### src/design/bnf_pkg.sv
// Shared types and constants for the batch normalization forward block.
package bnf_pkg;

    localparam int FEATURES_DEF = 256;

    localparam int IN_DATA_W  = 104;
    localparam int OUT_DATA_W = 168;
    localparam int CFG_W      = 32;

    localparam logic [1:0] OP_MEAN = 2'd0;
    localparam logic [1:0] OP_VAR  = 2'd1;
    localparam logic [1:0] OP_NORM = 2'd2;
    localparam logic [1:0] OP_NONE = 2'd3;

    localparam logic [1:0] REG_TRAIN    = 2'd0;
    localparam logic [1:0] REG_MOMENTUM = 2'd1;
    localparam logic [1:0] REG_EPSILON  = 2'd2;

    localparam logic [16:0] MOMENTUM_RST = 17'd6554;
    localparam logic [31:0] EPSILON_RST  = 32'd42950;
    localparam logic [16:0] MOM_ONE      = 17'd65536;
    localparam logic [31:0] VAR_ONE      = 32'd65536;

    typedef enum logic [4:0] {
        ST_CLEAR, ST_IDLE, ST_ACC0, ST_MDIV0, ST_MDIV, ST_MFIN,
        ST_SQ, ST_ACC1, ST_VDIV0, ST_VDIV, ST_VEPS, ST_IDIV0, ST_IDIV,
        ST_SQ0, ST_SQRT, ST_IFIN, ST_UDIV0, ST_UDIV, ST_UFIN,
        ST_BLA, ST_BLB, ST_BLC, ST_BLD, ST_BLW, ST_EVV,
        ST_NM1, ST_NM2, ST_NM3, ST_NM4, ST_EMIT
    } state_t;

    typedef enum logic [4:0] {
        C_NONE, C_CLEAR, C_LOAD, C_ACC0, C_DIVM, C_DSTEP, C_MFIN,
        C_SQ, C_ACC1, C_DIVV, C_VEPS, C_DIVI, C_SQRTI, C_SSTEP, C_IFIN,
        C_DIVU, C_UFIN, C_BLA, C_BLB, C_BLC, C_BLD, C_BLW, C_EVV,
        C_NM1, C_NM2, C_NM3, C_NM4, C_EMIT
    } cmd_t;

    typedef struct packed {
        logic       div_last;
        logic       sqrt_last;
        logic       clr_last;
        logic       out_busy;
        logic [1:0] op;
        logic       last;
        logic       train;
    } dp_status_t;

endpackage

### src/design/bnf_ctrl.sv
// Controller state machine that sequences the batch normalization datapath.
module bnf_ctrl
    import bnf_pkg::*;
(
    input  logic       clk,
    input  logic       rst_n,
    input  logic       in_valid,
    input  logic [1:0] in_op,
    output logic       in_ready,
    input  dp_status_t status,
    output cmd_t       cmd
);

    state_t state_reg, state_next;

    always_ff @(posedge clk or negedge rst_n)
    begin
        if (!rst_n)
        begin
            state_reg <= ST_CLEAR;
        end
        else
        begin
            state_reg <= state_next;
        end
    end

    always_comb
    begin
        state_next = state_reg;
        unique case (state_reg)
            ST_CLEAR: if (status.clr_last) state_next = ST_IDLE;
            ST_IDLE:
            begin
                if (in_valid)
                begin
                    unique case (in_op)
                        OP_MEAN: state_next = ST_ACC0;
                        OP_VAR:  state_next = ST_SQ;
                        OP_NORM: state_next = status.train ? ST_NM1 : ST_EVV;
                        default: state_next = ST_IDLE;
                    endcase
                end
            end
            ST_ACC0:  state_next = status.last ? ST_MDIV0 : ST_IDLE;
            ST_MDIV0: state_next = ST_MDIV;
            ST_MDIV:  if (status.div_last) state_next = ST_MFIN;
            ST_MFIN:  state_next = ST_EMIT;
            ST_SQ:    state_next = ST_ACC1;
            ST_ACC1:  state_next = status.last ? ST_VDIV0 : ST_IDLE;
            ST_VDIV0: state_next = ST_VDIV;
            ST_VDIV:  if (status.div_last) state_next = ST_VEPS;
            ST_VEPS:  state_next = ST_IDIV0;
            ST_IDIV0: state_next = ST_IDIV;
            ST_IDIV:  if (status.div_last) state_next = ST_SQ0;
            ST_SQ0:   state_next = ST_SQRT;
            ST_SQRT:  if (status.sqrt_last) state_next = ST_IFIN;
            ST_IFIN:  state_next = (status.op == OP_VAR) ? ST_UDIV0 : ST_NM1;
            ST_UDIV0: state_next = ST_UDIV;
            ST_UDIV:  if (status.div_last) state_next = ST_UFIN;
            ST_UFIN:  state_next = ST_BLA;
            ST_BLA:   state_next = ST_BLB;
            ST_BLB:   state_next = ST_BLC;
            ST_BLC:   state_next = ST_BLD;
            ST_BLD:   state_next = ST_BLW;
            ST_BLW:   state_next = ST_EMIT;
            ST_EVV:   state_next = ST_IDIV0;
            ST_NM1:   state_next = ST_NM2;
            ST_NM2:   state_next = ST_NM3;
            ST_NM3:   state_next = ST_NM4;
            ST_NM4:   state_next = ST_EMIT;
            ST_EMIT:  if (!status.out_busy) state_next = ST_IDLE;
            default:  state_next = ST_IDLE;
        endcase
    end

    always_comb
    begin
        in_ready = 1'b0;
        cmd      = C_NONE;
        unique case (state_reg)
            ST_CLEAR: cmd = C_CLEAR;
            ST_IDLE:
            begin
                in_ready = 1'b1;
                if (in_valid) cmd = C_LOAD;
            end
            ST_ACC0:  cmd = C_ACC0;
            ST_MDIV0: cmd = C_DIVM;
            ST_MDIV:  cmd = C_DSTEP;
            ST_MFIN:  cmd = C_MFIN;
            ST_SQ:    cmd = C_SQ;
            ST_ACC1:  cmd = C_ACC1;
            ST_VDIV0: cmd = C_DIVV;
            ST_VDIV:  cmd = C_DSTEP;
            ST_VEPS:  cmd = C_VEPS;
            ST_IDIV0: cmd = C_DIVI;
            ST_IDIV:  cmd = C_DSTEP;
            ST_SQ0:   cmd = C_SQRTI;
            ST_SQRT:  cmd = C_SSTEP;
            ST_IFIN:  cmd = C_IFIN;
            ST_UDIV0: cmd = C_DIVU;
            ST_UDIV:  cmd = C_DSTEP;
            ST_UFIN:  cmd = C_UFIN;
            ST_BLA:   cmd = C_BLA;
            ST_BLB:   cmd = C_BLB;
            ST_BLC:   cmd = C_BLC;
            ST_BLD:   cmd = C_BLD;
            ST_BLW:   cmd = C_BLW;
            ST_EVV:   cmd = C_EVV;
            ST_NM1:   cmd = C_NM1;
            ST_NM2:   cmd = C_NM2;
            ST_NM3:   cmd = C_NM3;
            ST_NM4:   cmd = C_NM4;
            ST_EMIT:  if (!status.out_busy) cmd = C_EMIT;
            default:  cmd = C_NONE;
        endcase
    end

endmodule

### config.mk
export PLATFORM = sky130hd
export DESIGN_NAME = bnf_ctrl
export DESIGN_NICKNAME = d
export VERILOG_FILES = /design/src/design/bnf_pkg.sv /design/src/design/bnf_ctrl.sv
export SDC_FILE = /design/constraint.sdc
export NUM_CORES = 1
export LEC_CHECK = 0
export BUFFER_PORTS_ARGS = -buffer_cell sky130_fd_sc_hd__buf_2
export CORE_AREA = 2 2 53 42
export CTS_BUF_LIST = sky130_fd_sc_hd__clkbuf_8 sky130_fd_sc_hd__clkbuf_16
export CTS_CLUSTER_DIAMETER = 30
export DETAILED_ROUTE_END_ITERATION = 12
export DIE_AREA = 0 0 55 44
export PLACE_DENSITY = 0.77
export SLEW_MARGIN = 5
export SYNTH_ARGS = -nofsm -noshare
export SYNTH_HDL_FRONTEND = slang
export SYNTH_SLANG_ARGS = --single-unit
### constraint.sdc
create_clock -name clk -period 1.9 [get_ports clk]
set_input_delay 0.38 -clock clk [delete_from_list [all_inputs] [get_ports clk]]
set_output_delay 0.38 -clock clk [all_outputs]
set_load 0.03 [all_outputs]
==> flow_summary_export.csv <==
group,metric,value,unit
die,rows,14,
worst_setup_path,start_kind,"register",
global_routing,antenna_found_initial,0,
synth,ys.flop_type,"dfrtp_1",
die,die_h,44,um
die,coreArea,1927,um^2
synth,syn-cell-area,1002,um^2
power_and_ir_drop,pwr-share-comb,0.855,
route,wl,3.818,mm
power_and_ir_drop,irDropWorstVdd,0.001174,V
route,vias,1345,
die,dieArea,2420,um^2
power_and_ir_drop,internal_power,0.001592,W
power_and_ir_drop,power_leakage,0.6447,nW
synth,async_reset_ff_frac,1.000,
min_path,min_path_type,"input port to register",
cts,cts_buffers,3,
sta,rsz0062_at_grt,"true",
synth,ys_warn_count,0,
global_routing,grt_usage,0.3294,
sta,whs,0.4552,ns
worst_setup_path,cp_slowest_cell,"dfrtp_2",
layout,n_antenna_cell,0,
layout,finalInstanceArea,1524,um^2
layout,largest_reg_flops,5,
synth,syn_nets,156,
layout,fin_nets,197,
die,die_x,55,um
sta,setup_ws,-0.09720,ns
worst_setup_path,worstPathRequired,1.52,ns
global_routing,grt_max_degree,16,
route,drcViolationCount,0,
worst_setup_path,cpPeakStageDelay,0.43,ns
sta,final_max_slew_viol_count,0,
synth,ys_ff_latch,5,
global_routing,grt-ovfl-total,0,
layout,layout_commonest_cell,"buf_4",
synth,syn-instance-count,143,
cts,clk_pin_slew,0.04,ns
sta,slew_headroom,0.6682,
placed_design,io_buffers,18,
synth,synth_top_area_frac,0.1248,
layout,area_growth,52.06,%
sta,fin_worst_skew,0.007951,ns
worst_setup_path,cp_data_arrival_time,1.62,ns
placed_design,place_ws,-0.05680,ns
global_routing,grt_pass1_wl,5.630,mm
layout,final_cell_mix,"26 x buf_4, 13 x buf_6, 13 x buf_2",
route,first_pass_iters,5,
power_and_ir_drop,pwr-share-seq,0.079,
synth,syn_area_per_cell,7.008,um^2
cts,clockRootBuffer,"clkbuf_8",
sta,tightest_slew,0.4909,ns
sta,fmax,500.7,MHz
placed_design,dp_hpwl,2.379,mm
synth,ys_seq_area_frac,0.1248,
placed_design,placed_cell_area,1222,um^2
worst_setup_path,cpMostUsedCell,"buf_6",
route,vias_per_cell,6.498,
power_and_ir_drop,swShare,0.4895,
sta,setup_viol_count_final,6,
sta,finalHoldViolCount,0,
outcome,violations,"setup timing",
global_routing,grt_pass1_vias,1141,
power_and_ir_drop,clkPwrFrac,0.066,
route,dr.first_iter.drc_count,65,
worst_setup_path,cp-end-kind,"output port",
power_and_ir_drop,power.switching,0.001526,W
sta,period_share,1.051,
cts,cts_buffer_depth,2,
cts,clock-sinks,5,
outcome,status,"finished with violations",
layout,drive_above_1_share,0.4754,
route,wl_per_cell,18.44,um
power_and_ir_drop,p_per_area,2046,nW/um^2
placed_design,routabilityCongestion,0.9492,
die,ios,19,
sta,period_needed,1.997,ns
die,start_util,0.5201,
synth,yosys.area.top_type,"dfrtp_1",
layout,fin_cells,207,
worst_setup_path,path_cells,"buf_6 -> nor2b_4 -> nand2_2 -> mux2_4 -> o21bai_4 -> buf_6",
cts,clk_latency,0.23,ns
flow_run,maxCapViolCount,0,
layout,post-route-util,0.7909,
synth,synth.distinct_cells,50,
cts,cts_tree,"built",
cts,h-tree-depth,1,
worst_setup_path,critical_path_class,"register to output port",
synth,synthTopCellsByArea,"dfrtp_1 12%, o21ai_0 6.5%, nand2b_1 6.2%, a21oi_1 5.5%, buf_2 4.0%",
route,antenna_left,0,
worst_setup_path,worstPathMaxFanout,7,
placed_design,dp_cells,189,
synth,synth_edf_count,0,
-- metal layers --
metal	part of all wire	wire length [um]	GRT usage
met1	0.44	1690	0.4475
met2	0.45	1717	0.5143
met3	0.069	262	0.04483
met4	0.039	148	0.1463
met5	0	0	0
-- worst max-delay path, delay by kind of cell, from the launching register on --
kind / cells / cell delay [ns]
flops: 1 / 0.43
mux: 1 / 0.31
buf+inv: 2 / 0.28
simple gates: 2 / 0.24
compound gates: 1 / 0.11
-- Yosys cell counts (all sizes together) (2+ instances only) --
master and number:
a2bb2oi 2, nand2b 10, nand3 2, nor2 9, o21bai 2, or3 2
o221a 2, a211oi 3, nor2b 5, mux2 2, nand4 2, o221ai 2
a31oi 3, o211ai 3, o2bb2ai 2, a21oi 11, nor3 3, and2 2
o22ai 2, o21ai 13, nand2 7, nor4b 2, inv 3, o31a 2
a21o 2, buf 16, o22a 2, dfrtp 5, nand3b 2, or2 3
a22oi 3
-- what timing repair did --
item / CTS / global route
setup buffers: 6 / 7
hold endpoints to repair: 5 / 0
pin swaps: 7 / 12
gates resized for setup: 32 / 13
hold buffers: 1 / 0
cloned: 1 / 0
endpoints found under the setup margin: 8 / 9
-- stage by stage --
stage	total power [W]	setup TNS, ns
6_report	0.003118	-0.3479
3_3_place_gp	0.002185	0
4_1_cts	0.002826	-0.1126
3_5_place_dp	0.002241	-0.08440
2_1_floorplan	0.001700	-0.1820
5_1_grt	0.003264	-0.6096
-- path summary, 6_finish.rpt --
path | start | to | slack (ns) | depth (start not counted)
setup / recovery | state_reg[3] | cmd[1] | -0.1 | 6
hold / removal | status[6] | state_reg[1] | 0.46 | 3
setup reg to reg | state_reg[3] | state_reg[0] | 0 | 7
hold reg to reg | state_reg[4] | state_reg[4] | 0.78 | 2
max in group asynchronous | rst_n | state_reg[1] | 1.25 | 2
min in group asynchronous | rst_n | state_reg[4] | 0.50 | 2
-- cell type report --
| type | instances | area, um^2 |
|---|---|---|
| clock buffers | 3 | 41.29 |
| clock inverters | 1 | 5.005 |
| fillers | 116 | 402.9 |
| inverters | 3 | 11.26 |
| multi-input cells | 118 | 890.9 |
| flip-flops and latches | 5 | 128.9 |
| well taps | 24 | 30.03 |
| repair buffers | 53 | 416.7 |
-- power groups by stage --
stage          Clock, W  Combinational, W  Sequential, W
6_report       0.000207           0.00267       0.000245
5_1_grt        0.000213           0.00280       0.000247
4_1_cts        0.000202           0.00237       0.000251
3_5_place_dp          0           0.00199       0.000247
3_3_place_gp          0           0.00194       0.000243
2_1_floorplan         0           0.00152       0.000177
-- cell families (layout without fill, tap and decap cells) --
| group | Yosys count | after routing | synth area share |
|---|---|---|---|
| muxes | 2 | 2 | 0.02247 |
| DFF | 5 | 5 | 0.1248 |
| buffers and inverters | 20 | 60 | 0.09987 |
| and+or+nand+nor | 53 | 53 | 0.3134 |
| xor gates and xnor gates | 2 | 2 | 0.01748 |
| AOI/OAI and AO/OA | 61 | 61 | 0.4220 |
(Power assumes the default switching activity.)
